### config.mk
export PLATFORM = sky130hd
export DESIGN_NAME = deauth_flood_pair_tracker_core_flat
export DESIGN_NICKNAME = d
export VERILOG_FILES = /design/src/rtl/dfpt_pkg.sv /design/src/rtl/dfpt_if.sv /design/src/rtl/dfpt_ram.sv /design/src/rtl/deauth_flood_pair_tracker_core.sv /design/src/flat_wrapper.sv
export SDC_FILE = /design/constraint.sdc
export NUM_CORES = 2
export LEC_CHECK = 0
export BUFFER_PORTS_ARGS = -buffer_cell sky130_fd_sc_hd__buf_4
export CAP_MARGIN = 20
export CORE_UTILIZATION = 50
export DETAILED_ROUTE_END_ITERATION = 8
export PLACE_DENSITY = 0.62
export SLEW_MARGIN = 20
export SYNTH_ARGS = -nofsm -noshare
export SYNTH_HDL_FRONTEND = slang
export SYNTH_SLANG_ARGS = --single-unit
### constraint.sdc
create_clock -name clock -period 11.7 [get_ports clock]
set_input_delay 0.585 -clock clock [delete_from_list [all_inputs] [get_ports clock]]
set_output_delay 0.585 -clock clock [all_outputs]
set_load 0.1 [all_outputs]
### src/rtl/dfpt_pkg.sv
// ----------------------------------------------------------------------------
// dfpt_pkg
// Shared types and constants for the deauth flood pair tracker.
// ----------------------------------------------------------------------------
package dfpt_pkg;

   // Field widths
   localparam int ADDR_W   = 48;
   localparam int TIME_W   = 48;
   localparam int COUNT_W  = 16;
   localparam int TOTAL_W  = 32;
   localparam int INDEX_W  = 4;
   localparam int CSR_DW   = 32;
   localparam int CSR_AW   = 3;

   // Frame decode
   localparam logic [1:0] FTYPE_MGMT     = 2'd0;
   localparam logic [3:0] SUBT_DEAUTH    = 4'd12;
   localparam logic [3:0] SUBTYPE_DISAS  = 4'd10;

   // Commands
   localparam logic CMD_FRAME = 1'b0;
   localparam logic CMD_CLEAR = 1'b1;

   // Register indexes (byte address bit 2)
   localparam logic REG_WINDOW_MS  = 1'b0;
   localparam logic REG_THRESHOLD  = 1'b1;

   // Register reset values
   localparam logic [COUNT_W-1:0] WINDOW_MS_RST = 16'd2000;
   localparam logic [COUNT_W-1:0] THRESHOLD_RST = 16'd5;

   localparam logic [COUNT_W-1:0] COUNT_MAX = 16'hFFFF;

   // Control sequencer
   typedef enum logic [2:0] {
      ST_IDLE,
      ST_SEARCH,
      ST_WREAD,
      ST_UPDATE,
      ST_DONE
   } dfpt_state_type;

endpackage

### src/rtl/dfpt_if.sv
// ----------------------------------------------------------------------------
// dfpt_if
// Valid/ready channel interfaces for frame requests and tracker responses.
// ----------------------------------------------------------------------------
interface dfpt_req_if
   import dfpt_pkg::*;
();
   logic              valid;
   logic              ready;
   logic              command;
   logic [1:0]        frame_type;
   logic [3:0]        frame_subtype;
   logic [ADDR_W-1:0] transmitter_addr;
   logic [ADDR_W-1:0] receiver_addr;
   logic [TIME_W-1:0] time_ms;

   modport source (
      output valid, command, frame_type, frame_subtype,
             transmitter_addr, receiver_addr, time_ms,
      input  ready
   );
   modport sink (
      input  valid, command, frame_type, frame_subtype,
             transmitter_addr, receiver_addr, time_ms,
      output ready
   );
endinterface

interface dfpt_rsp_if
   import dfpt_pkg::*;
();
   logic               valid;
   logic               ready;
   logic               frame_matched;
   logic               alert;
   logic [INDEX_W-1:0] entry_index;
   logic               table_overflow;
   logic [COUNT_W-1:0] pair_count;
   logic [TOTAL_W-1:0] frames_seen_total;

   modport source (
      output valid, frame_matched, alert, entry_index, table_overflow,
             pair_count, frames_seen_total,
      input  ready
   );
   modport sink (
      input  valid, frame_matched, alert, entry_index, table_overflow,
             pair_count, frames_seen_total,
      output ready
   );
endinterface

### src/rtl/dfpt_ram.sv
// ----------------------------------------------------------------------------
// dfpt_ram
// Generic single-write, single-read RAM with registered read data.
// ----------------------------------------------------------------------------
module dfpt_ram #(
   parameter int WIDTH = 8,
   parameter int DEPTH = 16
) (
   input  logic                                        clock,
   input  logic                                        wr_en,
   input  logic [((DEPTH > 1) ? $clog2(DEPTH) : 1)-1:0] wr_addr,
   input  logic [WIDTH-1:0]                            wr_data,
   input  logic                                        rd_en,
   input  logic [((DEPTH > 1) ? $clog2(DEPTH) : 1)-1:0] rd_addr,
   output logic [WIDTH-1:0]                            rd_data
);

   logic [WIDTH-1:0] mem [DEPTH];
   logic [WIDTH-1:0] rd_data_ff;

   // write port
   always_ff @(posedge clock) begin
      if (wr_en) begin
         mem[wr_addr] <= wr_data;
      end
   end

   // registered read port
   always_ff @(posedge clock) begin
      if (rd_en) begin
         rd_data_ff <= mem[rd_addr];
      end
   end

   assign rd_data = rd_data_ff;

endmodule

### src/rtl/deauth_flood_pair_tracker_core.sv
// ----------------------------------------------------------------------------
// deauth_flood_pair_tracker_core
// Per (transmitter, receiver) pair deauth/disassoc flood detector with a
// fixed counting window per pair, held in key and window memories.
// ----------------------------------------------------------------------------
// Sequence: a counted frame scans keys up to its matching slot, then reads
//   and updates its window entry; a new pair skips the window read; a full
//   table scans all keys, then uses slot 0; clear or ignored frames skip both.
// Throughput: one frame at a time; the key scan reads one entry per cycle
//   through the key memory read port and sets the rate.
// Reset: empties the table (fill count to zero), clears the running total,
//   loads register defaults. Memories are not swept; no clearing pass.
// ----------------------------------------------------------------------------
module deauth_flood_pair_tracker_core
   import dfpt_pkg::*;
#(
   parameter int TABLE_DEPTH = 16
) (
   input  logic              clock,
   input  logic              reset,
   dfpt_req_if.sink          req_chan,
   dfpt_rsp_if.source        rsp_chan,
   input  logic              csr_psel,
   input  logic              csr_penable,
   input  logic              csr_pwrite,
   input  logic [CSR_AW-1:0] csr_paddr,
   input  logic [CSR_DW-1:0] csr_pwdata,
   output logic [CSR_DW-1:0] csr_prdata,
   output logic              csr_pready
);

   localparam int IDX_W   = (TABLE_DEPTH > 1) ? $clog2(TABLE_DEPTH) : 1;
   localparam int CNT_W   = $clog2(TABLE_DEPTH + 1);
   localparam int EXT_W   = (IDX_W > INDEX_W) ? IDX_W : INDEX_W;
   localparam int KEY_W   = 2 * ADDR_W;
   localparam int WIN_W   = TIME_W + COUNT_W;

   // control state
   dfpt_state_type     state_ff, state_in;
   logic [CNT_W-1:0]   used_ff, used_in;
   logic [TOTAL_W-1:0] total_ff, total_in;
   logic [COUNT_W-1:0] window_ms_ff, window_ms_in;
   logic [COUNT_W-1:0] threshold_ff, threshold_in;
   logic [CNT_W-1:0]   scan_ff, scan_in;
   logic               cmp_vld_ff, cmp_vld_in;
   logic               out_vld_ff, out_vld_in;

   // item payload
   logic [ADDR_W-1:0]  tx_ff, tx_in;
   logic [ADDR_W-1:0]  rx_ff, rx_in;
   logic [TIME_W-1:0]  now_ff, now_in;
   logic [IDX_W-1:0]   cmp_idx_ff, cmp_idx_in;
   logic [IDX_W-1:0]   slot_ff, slot_in;
   logic               new_ff, new_in;
   logic               ovf_ff, ovf_in;

   // pending result
   logic               res_matched_ff, res_matched_in;
   logic               res_alert_ff, res_alert_in;
   logic [INDEX_W-1:0] res_index_ff, res_index_in;
   logic               res_ovf_ff, res_ovf_in;
   logic [COUNT_W-1:0] res_count_ff, res_count_in;

   // output register
   logic               out_matched_ff, out_matched_in;
   logic               out_alert_ff, out_alert_in;
   logic [INDEX_W-1:0] out_index_ff, out_index_in;
   logic               out_ovf_ff, out_ovf_in;
   logic [COUNT_W-1:0] out_count_ff, out_count_in;
   logic [TOTAL_W-1:0] out_total_ff, out_total_in;

   // memory ports
   logic               key_wr_en, key_rd_en;
   logic [IDX_W-1:0]   key_wr_addr, key_rd_addr;
   logic [KEY_W-1:0]   key_wr_data, key_rd_data;
   logic               win_wr_en, win_rd_en;
   logic [IDX_W-1:0]   win_wr_addr, win_rd_addr;
   logic [WIN_W-1:0]   win_wr_data, win_rd_data;

   // decode and status
   logic               accept, is_frame, csr_write;
   logic               scan_more, key_hit, scan_end, table_full, out_free;
   logic [TIME_W-1:0]  cur_start, base_start;
   logic [COUNT_W-1:0] cur_count, base_count, next_count;
   logic [TIME_W:0]    elapsed;
   logic               expire;
   logic [EXT_W-1:0]   slot_ext;

   dfpt_ram #(.WIDTH(KEY_W), .DEPTH(TABLE_DEPTH)) u_key_ram (
      .clock   (clock),
      .wr_en   (key_wr_en),
      .wr_addr (key_wr_addr),
      .wr_data (key_wr_data),
      .rd_en   (key_rd_en),
      .rd_addr (key_rd_addr),
      .rd_data (key_rd_data)
   );

   dfpt_ram #(.WIDTH(WIN_W), .DEPTH(TABLE_DEPTH)) u_win_ram (
      .clock   (clock),
      .wr_en   (win_wr_en),
      .wr_addr (win_wr_addr),
      .wr_data (win_wr_data),
      .rd_en   (win_rd_en),
      .rd_addr (win_rd_addr),
      .rd_data (win_rd_data)
   );

   // handshake and status terms
   assign req_chan.ready = (state_ff == ST_IDLE);
   assign accept     = req_chan.valid && req_chan.ready;
   assign is_frame   = (req_chan.command == CMD_FRAME) &&
                       (req_chan.frame_type == FTYPE_MGMT) &&
                       ((req_chan.frame_subtype == SUBT_DEAUTH) ||
                        (req_chan.frame_subtype == SUBTYPE_DISAS));
   assign scan_more  = (scan_ff < used_ff);
   assign key_hit    = cmp_vld_ff && (key_rd_data == {tx_ff, rx_ff});
   assign scan_end   = !cmp_vld_ff && !scan_more;
   assign table_full = (used_ff == CNT_W'(TABLE_DEPTH));
   assign out_free   = !out_vld_ff || rsp_chan.ready;

   // window arithmetic for the update cycle
   assign cur_start  = new_ff ? now_ff : win_rd_data[WIN_W-1:COUNT_W];
   assign cur_count  = new_ff ? '0 : win_rd_data[COUNT_W-1:0];
   assign elapsed    = {1'b0, now_ff} - {1'b0, cur_start};
   // no borrow and nonzero means time moved forward
   assign expire     = !elapsed[TIME_W] && (elapsed[TIME_W-1:0] != '0) &&
                       (elapsed[TIME_W-1:0] > TIME_W'(window_ms_ff));
   assign base_start = expire ? now_ff : cur_start;
   assign base_count = expire ? '0 : cur_count;
   assign next_count = (base_count == COUNT_MAX) ? COUNT_MAX : base_count + 1'b1;
   assign slot_ext   = EXT_W'(slot_ff);

   // next state
   always_comb begin
      state_in = state_ff;
      unique case (state_ff)
         ST_IDLE: begin
            if (accept) begin
               state_in = is_frame ? ST_SEARCH : ST_DONE;
            end
         end
         ST_SEARCH: begin
            if (key_hit) begin
               state_in = ST_WREAD;
            end else if (scan_end) begin
               state_in = table_full ? ST_WREAD : ST_UPDATE;
            end
         end
         ST_WREAD:  state_in = ST_UPDATE;
         ST_UPDATE: state_in = ST_DONE;
         ST_DONE: begin
            if (out_free) begin
               state_in = ST_IDLE;
            end
         end
         default:   state_in = ST_IDLE;
      endcase
   end

   // datapath and memory controls
   always_comb begin
      used_in        = used_ff;
      total_in       = total_ff;
      scan_in        = scan_ff;
      cmp_vld_in     = 1'b0;
      cmp_idx_in     = cmp_idx_ff;
      tx_in          = tx_ff;
      rx_in          = rx_ff;
      now_in         = now_ff;
      slot_in        = slot_ff;
      new_in         = new_ff;
      ovf_in         = ovf_ff;
      res_matched_in = res_matched_ff;
      res_alert_in   = res_alert_ff;
      res_index_in   = res_index_ff;
      res_ovf_in     = res_ovf_ff;
      res_count_in   = res_count_ff;
      key_wr_en      = 1'b0;
      key_wr_addr    = used_ff[IDX_W-1:0];
      key_wr_data    = {tx_ff, rx_ff};
      key_rd_en      = 1'b0;
      key_rd_addr    = scan_ff[IDX_W-1:0];
      win_wr_en      = 1'b0;
      win_wr_addr    = slot_ff;
      win_wr_data    = {base_start, next_count};
      win_rd_en      = 1'b0;
      win_rd_addr    = slot_ff;

      unique case (state_ff)
         ST_IDLE: begin
            if (accept) begin
               tx_in          = req_chan.transmitter_addr;
               rx_in          = req_chan.receiver_addr;
               now_in         = req_chan.time_ms;
               scan_in        = '0;
               res_matched_in = 1'b0;
               res_alert_in   = 1'b0;
               res_index_in   = '0;
               res_ovf_in     = 1'b0;
               res_count_in   = '0;
               if (req_chan.command == CMD_CLEAR) begin
                  used_in = '0;
               end else if (is_frame) begin
                  total_in = total_ff + 1'b1;
               end
            end
         end
         ST_SEARCH: begin
            // issue one key read per cycle, compare the previous one
            if (scan_more) begin
               key_rd_en  = 1'b1;
               scan_in    = scan_ff + 1'b1;
               cmp_vld_in = 1'b1;
               cmp_idx_in = scan_ff[IDX_W-1:0];
            end
            if (key_hit) begin
               cmp_vld_in = 1'b0;
               slot_in    = cmp_idx_ff;
               new_in     = 1'b0;
               ovf_in     = 1'b0;
            end else if (scan_end) begin
               if (table_full) begin
                  slot_in = '0;
                  new_in  = 1'b0;
                  ovf_in  = 1'b1;
               end else begin
                  // allocate the next free slot
                  slot_in   = used_ff[IDX_W-1:0];
                  new_in    = 1'b1;
                  ovf_in    = 1'b0;
                  key_wr_en = 1'b1;
                  used_in   = used_ff + 1'b1;
               end
            end
         end
         ST_WREAD: begin
            win_rd_en = 1'b1;
         end
         ST_UPDATE: begin
            win_wr_en      = 1'b1;
            res_matched_in = 1'b1;
            res_alert_in   = (next_count == threshold_ff);
            res_index_in   = slot_ext[INDEX_W-1:0];
            res_ovf_in     = ovf_ff;
            res_count_in   = next_count;
         end
         ST_DONE: ;
         default: ;
      endcase
   end

   // output register
   always_comb begin
      out_vld_in     = out_vld_ff;
      out_matched_in = out_matched_ff;
      out_alert_in   = out_alert_ff;
      out_index_in   = out_index_ff;
      out_ovf_in     = out_ovf_ff;
      out_count_in   = out_count_ff;
      out_total_in   = out_total_ff;
      if (out_vld_ff && rsp_chan.ready) begin
         out_vld_in = 1'b0;
      end
      if ((state_ff == ST_DONE) && out_free) begin
         out_vld_in     = 1'b1;
         out_matched_in = res_matched_ff;
         out_alert_in   = res_alert_ff;
         out_index_in   = res_index_ff;
         out_ovf_in     = res_ovf_ff;
         out_count_in   = res_count_ff;
         out_total_in   = total_ff;
      end
   end

   // configuration registers
   assign csr_write  = csr_psel && csr_penable && csr_pwrite && csr_pready;
   assign csr_pready = 1'b1;

   always_comb begin
      window_ms_in = window_ms_ff;
      threshold_in = threshold_ff;
      if (csr_write) begin
         unique case (csr_paddr[2])
            REG_WINDOW_MS: window_ms_in = csr_pwdata[COUNT_W-1:0];
            REG_THRESHOLD: threshold_in = csr_pwdata[COUNT_W-1:0];
            default: ;
         endcase
      end
   end

   always_comb begin
      unique case (csr_paddr[2])
         REG_WINDOW_MS: csr_prdata = CSR_DW'(window_ms_ff);
         REG_THRESHOLD: csr_prdata = CSR_DW'(threshold_ff);
         default:       csr_prdata = '0;
      endcase
   end

   // control registers
   always_ff @(posedge clock) begin
      if (reset) begin
         state_ff     <= ST_IDLE;
         used_ff      <= '0;
         total_ff     <= '0;
         window_ms_ff <= WINDOW_MS_RST;
         threshold_ff <= THRESHOLD_RST;
         scan_ff      <= '0;
         cmp_vld_ff   <= 1'b0;
         out_vld_ff   <= 1'b0;
      end else begin
         state_ff     <= state_in;
         used_ff      <= used_in;
         total_ff     <= total_in;
         window_ms_ff <= window_ms_in;
         threshold_ff <= threshold_in;
         scan_ff      <= scan_in;
         cmp_vld_ff   <= cmp_vld_in;
         out_vld_ff   <= out_vld_in;
      end
   end

   // payload registers
   always_ff @(posedge clock) begin
      tx_ff          <= tx_in;
      rx_ff          <= rx_in;
      now_ff         <= now_in;
      cmp_idx_ff     <= cmp_idx_in;
      slot_ff        <= slot_in;
      new_ff         <= new_in;
      ovf_ff         <= ovf_in;
      res_matched_ff <= res_matched_in;
      res_alert_ff   <= res_alert_in;
      res_index_ff   <= res_index_in;
      res_ovf_ff     <= res_ovf_in;
      res_count_ff   <= res_count_in;
      out_matched_ff <= out_matched_in;
      out_alert_ff   <= out_alert_in;
      out_index_ff   <= out_index_in;
      out_ovf_ff     <= out_ovf_in;
      out_count_ff   <= out_count_in;
      out_total_ff   <= out_total_in;
   end

   // response channel
   assign rsp_chan.valid             = out_vld_ff;
   assign rsp_chan.frame_matched     = out_matched_ff;
   assign rsp_chan.alert             = out_alert_ff;
   assign rsp_chan.entry_index       = out_index_ff;
   assign rsp_chan.table_overflow    = out_ovf_ff;
   assign rsp_chan.pair_count        = out_count_ff;
   assign rsp_chan.frames_seen_total = out_total_ff;

   // checks
   a_used_bound: assert property (@(posedge clock) disable iff (reset)
      used_ff <= CNT_W'(TABLE_DEPTH))
      else $error("fill count beyond table depth");

   a_cmp_in_range: assert property (@(posedge clock) disable iff (reset)
      cmp_vld_ff |-> (CNT_W'(cmp_idx_ff) < used_ff))
      else $error("key compare outside filled slots");

   a_clear_empties: assert property (@(posedge clock) disable iff (reset)
      (accept && (req_chan.command == CMD_CLEAR)) |=> (used_ff == '0))
      else $error("clear did not empty the table");

   a_rsp_from_done: assert property (@(posedge clock) disable iff (reset)
      $rose(out_vld_ff) |-> ($past(state_ff) == ST_DONE))
      else $error("response loaded outside done state");

   a_ovf_slot0: assert property (@(posedge clock) disable iff (reset)
      (out_vld_ff && out_ovf_ff) |-> (out_index_ff == '0 && out_matched_ff))
      else $error("overflow result not on slot zero");

endmodule

### src/flat_wrapper.sv
// flat-port wrapper written by rule: the top's interface ports become plain ports
module deauth_flood_pair_tracker_core_flat import dfpt_pkg::*;
#(
   parameter int TABLE_DEPTH = 16
)
  (clock, reset, csr_psel, csr_penable, csr_pwrite, csr_paddr, csr_pwdata, csr_prdata, csr_pready, req_chan_valid, req_chan_command, req_chan_frame_type, req_chan_frame_subtype, req_chan_transmitter_addr, req_chan_receiver_addr, req_chan_time_ms, req_chan_ready, rsp_chan_valid, rsp_chan_frame_matched, rsp_chan_alert, rsp_chan_entry_index, rsp_chan_table_overflow, rsp_chan_pair_count, rsp_chan_frames_seen_total, rsp_chan_ready);
  dfpt_req_if req_chan_i ();
  dfpt_rsp_if rsp_chan_i ();
  input  logic clock;
  input  logic reset;
  input  logic csr_psel;
  input  logic csr_penable;
  input  logic csr_pwrite;
  input  logic [CSR_AW-1:0] csr_paddr;
  input  logic [CSR_DW-1:0] csr_pwdata;
  output logic [CSR_DW-1:0] csr_prdata;
  output logic csr_pready;
  input wire logic [$bits(req_chan_i.valid)-1:0] req_chan_valid;
  input wire logic [$bits(req_chan_i.command)-1:0] req_chan_command;
  input wire logic [$bits(req_chan_i.frame_type)-1:0] req_chan_frame_type;
  input wire logic [$bits(req_chan_i.frame_subtype)-1:0] req_chan_frame_subtype;
  input wire logic [$bits(req_chan_i.transmitter_addr)-1:0] req_chan_transmitter_addr;
  input wire logic [$bits(req_chan_i.receiver_addr)-1:0] req_chan_receiver_addr;
  input wire logic [$bits(req_chan_i.time_ms)-1:0] req_chan_time_ms;
  output wire logic [$bits(req_chan_i.ready)-1:0] req_chan_ready;
  output wire logic [$bits(rsp_chan_i.valid)-1:0] rsp_chan_valid;
  output wire logic [$bits(rsp_chan_i.frame_matched)-1:0] rsp_chan_frame_matched;
  output wire logic [$bits(rsp_chan_i.alert)-1:0] rsp_chan_alert;
  output wire logic [$bits(rsp_chan_i.entry_index)-1:0] rsp_chan_entry_index;
  output wire logic [$bits(rsp_chan_i.table_overflow)-1:0] rsp_chan_table_overflow;
  output wire logic [$bits(rsp_chan_i.pair_count)-1:0] rsp_chan_pair_count;
  output wire logic [$bits(rsp_chan_i.frames_seen_total)-1:0] rsp_chan_frames_seen_total;
  input wire logic [$bits(rsp_chan_i.ready)-1:0] rsp_chan_ready;
  assign req_chan_i.valid = req_chan_valid;
  assign req_chan_i.command = req_chan_command;
  assign req_chan_i.frame_type = req_chan_frame_type;
  assign req_chan_i.frame_subtype = req_chan_frame_subtype;
  assign req_chan_i.transmitter_addr = req_chan_transmitter_addr;
  assign req_chan_i.receiver_addr = req_chan_receiver_addr;
  assign req_chan_i.time_ms = req_chan_time_ms;
  assign req_chan_ready = req_chan_i.ready;
  assign rsp_chan_valid = rsp_chan_i.valid;
  assign rsp_chan_frame_matched = rsp_chan_i.frame_matched;
  assign rsp_chan_alert = rsp_chan_i.alert;
  assign rsp_chan_entry_index = rsp_chan_i.entry_index;
  assign rsp_chan_table_overflow = rsp_chan_i.table_overflow;
  assign rsp_chan_pair_count = rsp_chan_i.pair_count;
  assign rsp_chan_frames_seen_total = rsp_chan_i.frames_seen_total;
  assign rsp_chan_i.ready = rsp_chan_ready;
  deauth_flood_pair_tracker_core #(.TABLE_DEPTH(TABLE_DEPTH)) u_core (.clock(clock), .reset(reset), .req_chan(req_chan_i), .rsp_chan(rsp_chan_i), .csr_psel(csr_psel), .csr_penable(csr_penable), .csr_pwrite(csr_pwrite), .csr_paddr(csr_paddr), .csr_pwdata(csr_pwdata), .csr_prdata(csr_prdata), .csr_pready(csr_pready));
endmodule
## Yosys cells after proc, flatten, opt, wreduce, memory -nomap -nowiden

Memory sizes are Yosys's and may differ from the RTL's. A register that Yosys moved wholly into a read port is not among the register bits.
Index checks and enable logic that the tools add are counted.

- Latch bits: 0
- RAM bits: 2,560
- Input bits: 193
- Output and inout bits: 90
- Word-level logic and storage cells: 141
- Flip-flop bits (word level): 311
- Memories kept: 2
- Bits in read-only memories: 0

Memories:

| memory | depth | bits a word | rd ports | clocked after Yosys merged registers in | wr ports | RTL line | source |
|---|---|---|---|---|---|---|---|
| u_core.u_key_ram.mem | 16 | 96 | 1 | 1 | 1 | dfpt_ram.sv:18 | `logic [WIDTH-1:0] mem [DEPTH];` |
| u_core.u_win_ram.mem | 16 | 64 | 1 | 1 | 1 | dfpt_ram.sv:18 |  |

- Divide/modulo/power cells: 0
- Shift operators: 0
- Multipliers: 0
- $lt $le $gt $ge: 2
- Muxes and demuxes: 50
- Reductions and logical operators: 35
- Bitwise operators: 3
- Equal/unequal tests: 18
- $add $sub $neg: 5

Operator list:

| kind | count |
|---|---|
| $eq A96 B96 Y1 | 1 |
| $mux W48 | 2 |
| $mux W16 | 4 |
| $pmux W32 S2 | 1 |
| $sub A48 B48 Y49 | 1 |
| $gt A48 B16 Y1 | 1 |
| $reduce_bool A48 Y1 | 1 |
| $mux W5 | 7 |
| $add A32 B1 Y32 const B | 1 |
| $pmux W16 S2 | 1 |
| $pmux W5 S2 | 2 |
| $mux W1 | 19 |
| $add A16 B1 Y16 const B | 1 |
| $eq A16 B16 Y1 | 1 |
| $eq A16 B16 Y1 const B | 1 |
| $mux W4 | 4 |
| $mux W3 | 5 |
| $pmux W3 S5 | 1 |
| $reduce_and A2 Y1 | 6 |
| $logic_and A1 B1 Y1 | 11 |
| $add A5 B1 Y5 const B | 2 |
| $eq A4 B4 Y1 const B | 2 |
| $ne A2 B2 Y1 const B | 4 |
| $pmux W4 S2 | 1 |
| 18 further kinds | 33 |

## Logic depth before layout (Yosys ltp)

- Word-level depth: 10
- Gate-level depth with buffers: 36
- Gate-level depth less buffers: 33

## Modules after synthesis

Synthesis repeated with hierarchy kept, for this count alone.

- Cell total of the unflattened synthesis: 5,912
- Area, all modules: 118,338.5 um^2

Modules (own cells, without submodules):

| module | sequential area each (um^2) | times used | cells an instance | area each (um^2) |
|---|---|---|---|---|
| dfpt_ram (u_core.u_key_ram) | 49,007.0 | 1 | 2,460 | 60,316.6 |
| dfpt_ram (u_core.u_win_ram) | 32,671.3 | 1 | 1,647 | 40,222.3 |
| deauth_flood_pair_tracker_core | 8,548.2 | 1 | 1,805 | 17,799.6 |

## Worst setup path before layout

No wires, ideal clock.

- Path type: register to register
- From: register u_core.used_ff[2]
- To: memory u_core.u_key_ram.mem[3][0] in the netlist's numbering, enable pin
- Setup slack: 2,148 ps
- Period minus slack after synthesis: 9,552 ps
- Required time: 11,032 ps
- Buffers on the path: 1
- Arrival: 8,884 ps
- Cell stages (with the launch flop): 11
- Setup time: 668 ps
- Cells stage by stage: dfxtp_1 > clkbuf_1 > inv_1 > ha_1 > a21boi_0 > o21ai_0 > nand2b_1 > a21oi_1 > nor4_1 > nand2_1 > nor3_1

- Word-level cells in the longest chain between the ends: 8
- Elaborated cells on any way between the ends: 10
- Classes of those cells: 1 x order compare; 1 x eq/ne; 6 x mux; 2 x reduce/logical

Ends and longest elaborated chain:

| what | RTL line | source |
|---|---|---|
| from (decl) | deauth_flood_pair_tracker_core.sv:40 | `logic [CNT_W-1:0] used_ff, used_in;` |
| from (signal assigned) | deauth_flood_pair_tracker_core.sv:313 | `used_ff <= used_in;` |
| $lt A5 B5 Y1 | deauth_flood_pair_tracker_core.sv:116 | `assign scan_more = (scan_ff < used_ff);` |
| $logic_not A1 Y1 | deauth_flood_pair_tracker_core.sv:118 | `assign scan_end = !cmp_vld_ff && !scan_more;` |
| $logic_and A1 B1 Y1 | deauth_flood_pair_tracker_core.sv:118 |  |
| $mux W1 | deauth_flood_pair_tracker_core.sv:222 | `end else if (scan_end) begin` |
| $mux W1 | deauth_flood_pair_tracker_core.sv:217 | `if (key_hit) begin` |
| $mux W1 | deauth_flood_pair_tracker_core.sv:190 | `unique case (state_ff)` |
| $mux W1 | dfpt_ram.sv:23 | `if (wr_en) begin` |
| $mux W1 (not written as such) | dfpt_ram.sv:24 | `mem[wr_addr] <= wr_data;` |
| to (decl) | dfpt_ram.sv:18 |  |

Several ways; a longest one is shown, not always the timed one.

## Worst setup path after layout

- From: register u_core.new_ff
- To: register u_core.res_alert_ff, data pin

- Word-level cells in the longest chain between the ends: 10
- Elaborated cells on any way between the ends: 14
- Classes of those cells: 2 x add/sub; 1 x order compare; 2 x eq/ne; 5 x mux; 4 x reduce/logical

Ends and longest elaborated chain:

| what | RTL line | source |
|---|---|---|
| from (decl) | deauth_flood_pair_tracker_core.sv:54 | `logic new_ff, new_in;` |
| from (signal assigned) | deauth_flood_pair_tracker_core.sv:330 | `new_ff <= new_in;` |
| branches (longest 5 deep; another with $sub A48 B48 Y49) | n/a |  |
| $mux W16 (*) | deauth_flood_pair_tracker_core.sv:130 | `assign base_count = expire ? '0 : cur_count;` |
| $add A16 B1 Y16 or $eq A16 B16 Y1 (tied branches) | deauth_flood_pair_tracker_core.sv:131 | `assign next_count = (base_count == COUNT_MAX) ? COUNT_MAX : base_count + 1'b1;` |
| $mux W16 (*) | deauth_flood_pair_tracker_core.sv:131 |  |
| named net u_core.next_count[13] | deauth_flood_pair_tracker_core.sv:84 | `logic [COUNT_W-1:0] cur_count, base_count, next_count;` |
| $eq A16 B16 Y1 (*) | deauth_flood_pair_tracker_core.sv:243 | `res_alert_in = (next_count == threshold_ff);` |
| $pmux W1 S2 (*) | deauth_flood_pair_tracker_core.sv:190 |  |
| to (signal assigned) | deauth_flood_pair_tracker_core.sv:333 | `res_alert_ff <= res_alert_in;` |
| to (decl) | deauth_flood_pair_tracker_core.sv:59 | `logic res_alert_ff, res_alert_in;` |

Mark *: on every way through the listed nets, which the timed path passes.
A chain may end at the register's enable or synchronous reset.

==> results.txt <==
result of the run = completed
clk buf depth = 4
post-route fraction of the period consumed by the critical path = 0.778
library cell contributing the largest single delay on the critical path = or4_1
Root Buffer = clkbuf_16
clock power share = 0.433
via-per-instance ratio = 6.02
Hold Fails Final Rpt = 0
die boundary height = 488 µm
data arrival time of the worst path = 9870 ps
die outline area = 238000 µm²
Sinks on Clock Net = 3031
delay of the slowest cell on the worst path = 700 ps
number of buffers inserted during clock tree synthesis = 325
area delta synth->final = 15.1%
portion of synthesized cell area occupied by the leading cell type = 0.751
number of design-rule violations left by the first detailed-router iteration = 5318
clock-pin transition on the worst setup and hold timing paths = 60 ps
Max FO, Critical Path = 43
Final GP Congestion = 0.868
GRT Overall Usage = 0.240
total grt overflow = 0
max_slew headroom = 0.229
synthesized area divided by synthesized cell count = 21.5 µm²
worst clock skew = 59.4 ps
Initial Utilization = 0.505
Maximum Capacitance Violations = 0
Worst setup EP type = flip-flop
number of placement rows = 177
Buf+Inv Stages, Crit Path = 3
die boundary width = 488 µm
crit path time final = 9110 ps
Internal = 0.0179 W
setup repair after global routing missed its margin = false
most frequently used flop master after synthesis = edfxtp_1
startpoint kind of the worst setup timing path = flip-flop
switching portion of total power = 0.205
total wire length after detailed routing = 284 mm
cell type contributing the most total cell area after synthesis = edfxtp_1
count of final max-slew check failures = 0
share of layout cells above drive strength 1 = 0.269
number of distinct library cells after synthesis = 84
via count of the first global-routing pass = 58.5k
worst r2r src = u_core.new_ff
overall power = 0.0226 W
count of H-tree levels built during CTS = 5
Post-synth EDFFs = 2952
Hold Path Depth = 5
number of cells on the critical path = 30
vias after detailed routing = 57.1k
logic gate share of total power = 0.029
average wire per cell in the routed design = 29.9 µm
final core occ = 0.581
drt pass-1 iters = 7
largest net degree at the start of global routing = 97
number of synthesized register bits = 3031
Async SR Flop Fraction = 0
area of the mapped netlist = 118000 µm²
wire length of the first global-routing pass = 408 mm
final setup fails = 0
net switching power of the design = 0.00463 W
count of buffers inserted at the top-level ports = 247
Peak Freq = 110 MHz
latest clock arrival within the worst-skew pair = 940 ps
Worst setup startpoint = u_core.new_ff
Worst IR Drop VDD = 128 µV
Layout fillers = 16.9k
worst hold path startpoint = req_chan_valid
critical path's top delay family = simple AND/OR/NAND/NOR gates
Critical Path RT = 12460 ps
count of synthesis-stage warnings from yosys = 0
Pwr Density = 166 nW/µm²
top post-synthesis cells by count = 2952 x edfxtp_1, 800 x mux4_2, 208 x nor2_1
most common cell in the netlist = edfxtp_1
synthesized instance count = 5502
placed wire-length estimate = 152 mm
antenna violations before repair = 10
FF-to-FF path depth = 30
measured slew at the worst slew-check pin = 1150 ps
number of nets in the layout = 6373
CTS tree = built
ports placed on the boundary = 283
leakage dissipation = 42.7 nW
area of the core region = 234000 µm²
part of the Yosys area used for sequential elements = 0.764
number of remaining DRC errors = 0
critical path class = reg -> reg
Hold/Removal Path Class = in -> reg
cells taking the most area after synthesis = edfxtp_1 75%, mux4_2 15%, dfxtp_1 1.3%
remaining antenna violation count = 0
Setup TNS Final = 0 ps
Seq pwr share = 0.537
crit-path most repeated cell = a21o_1
-- routing by layer --
| layer | GRT usage | vias up | share of wire | wire (µm) |
|---|---|---|---|---|
| met5 | 0 | - | 0 | 0 |
| met4 | 0.0716 | 0 | 0.028 | 8020 |
| met3 | 0.0383 | 451 | 0.062 | 17500 |
| met2 | 0.404 | 1979 | 0.50 | 143000 |
| met1 | 0.324 | 30500 | 0.41 | 115000 |
| li1 | - | 24100 | - | - |
-- timing repair --
item / CTS / global route
hold buffers: 162 / 0
hold endpoints to repair: 194 / 0
setup endpoints to repair: 0 / 0
buffers inserted: 0 / 0
gates resized for setup: 0 / 0
-- logic make-up (layout without fill, tap and decap cells) --
kind of cell | after synthesis | in the layout | synth area share
AOI/OAI and AO/OA | 399 | 399 | 0.0216
xor gates and xnor gates | 131 | 131 | 0.00972
adders and majority gates | 76 | 76 | 0.00812
buffers and inverters | 354 | 1177 | 0.0121
DFF | 3031 | 3031 | 0.764
muxes | 863 | 863 | 0.158
other | 2 | 20 | 0.0000636
and+or+nand+nor | 646 | 646 | 0.0259
-- worst reg2reg max path, delay by kind of cell, from the launching register on --
kind | cells | cell delay [ps]
compound gates | 11 | 2370
xor+xnor | 2 | 350
fa+ha+maj | 3 | 880
buf+inv | 3 | 1420
flops | 1 | 590
mux | 1 | 370
simple gates | 10 | 2990
-- layout make-up --
class,count,area (µm²),area share
well taps,3132,3920,0.0289
flip-flops and latches,3031,90200,0.665
diodes,3,7.51,0.0000553
clock inverters,171,1510,0.0111
clock buffers,392,8500,0.0626
multi-input cells,2132,26800,0.197
inverters,90,350,0.00258
repair buffers,524,4480,0.0330
-- layout by cell type (no fill, tap or decap), drive strengths merged, types with 11 or more instances in the layout --
cell type and count:
mux4 800, xor2 76, nand4 42, clkinv 125, o21ai 84, nor4 24, a221oi 17, mux2i 56
nor2 208, nor3 45, nand3 35, and2 20, bufinv 26, inv 98, clkinvlp 12, xnor2 55
a211o 11, dlygate4sd3 162, dfxtp 79, and3 17, edfxtp 2952, a21o 11, a21oi 156, o22ai 24
ha 75, nand2 187, conb 17, clkbuf 394, nand2b 17, buf 360
-- state kept, by name (all words and copies together), names as in the netlist, 32 cells and up --
| register | count |
|---|---|
| u_core.now_ff | 48 |
| u_core.rsp_chan.frames_seen_total | 32 |
| u_core.rx_ff | 48 |
| u_core.total_ff | 32 |
| u_core.tx_ff | 48 |
| u_core.u_key_ram.mem | 1536 |
| u_core.u_key_ram.rd_data | 96 |
| u_core.u_win_ram.mem | 1024 |
| u_core.u_win_ram.rd_data | 64 |
-- per-stage QoR --
step	std cells	instance area, µm²	setup WS [ps]	hold WS, ps
floorplan	5517	118000	2150	400
global placement	8743	124000	2760	406
detailed placement	8744	124000	2710	405
CTS	9469	136000	2670	12.4
global route	9474	136000	1970	73.9
finish	9475	136000	2590	83.5
-- final timing paths --
| check | endpoint | slack [ps] |
|---|---|---|
| worst max register to register | u_core.res_alert_ff | 2590 |
| worst min register to register | u_core.rsp_chan.pair_count[14] | 420 |
| worst min-delay path | u_core.state_ff[2] | 80 |
| worst max-delay path | u_core.res_alert_ff | 2590 |
-- power groups by stage --
stage          registers, W  logic, W  clock network (W)
2_1_floorplan        0.0124  0.000322                  0
3_3_place_gp         0.0123  0.000604                  0
3_5_place_dp         0.0124  0.000610                  0
4_1_cts              0.0121  0.000658            0.00995
5_1_grt              0.0121  0.000710             0.0103
6_report             0.0121  0.000663            0.00978
Power figures use the tool's default switching activity.
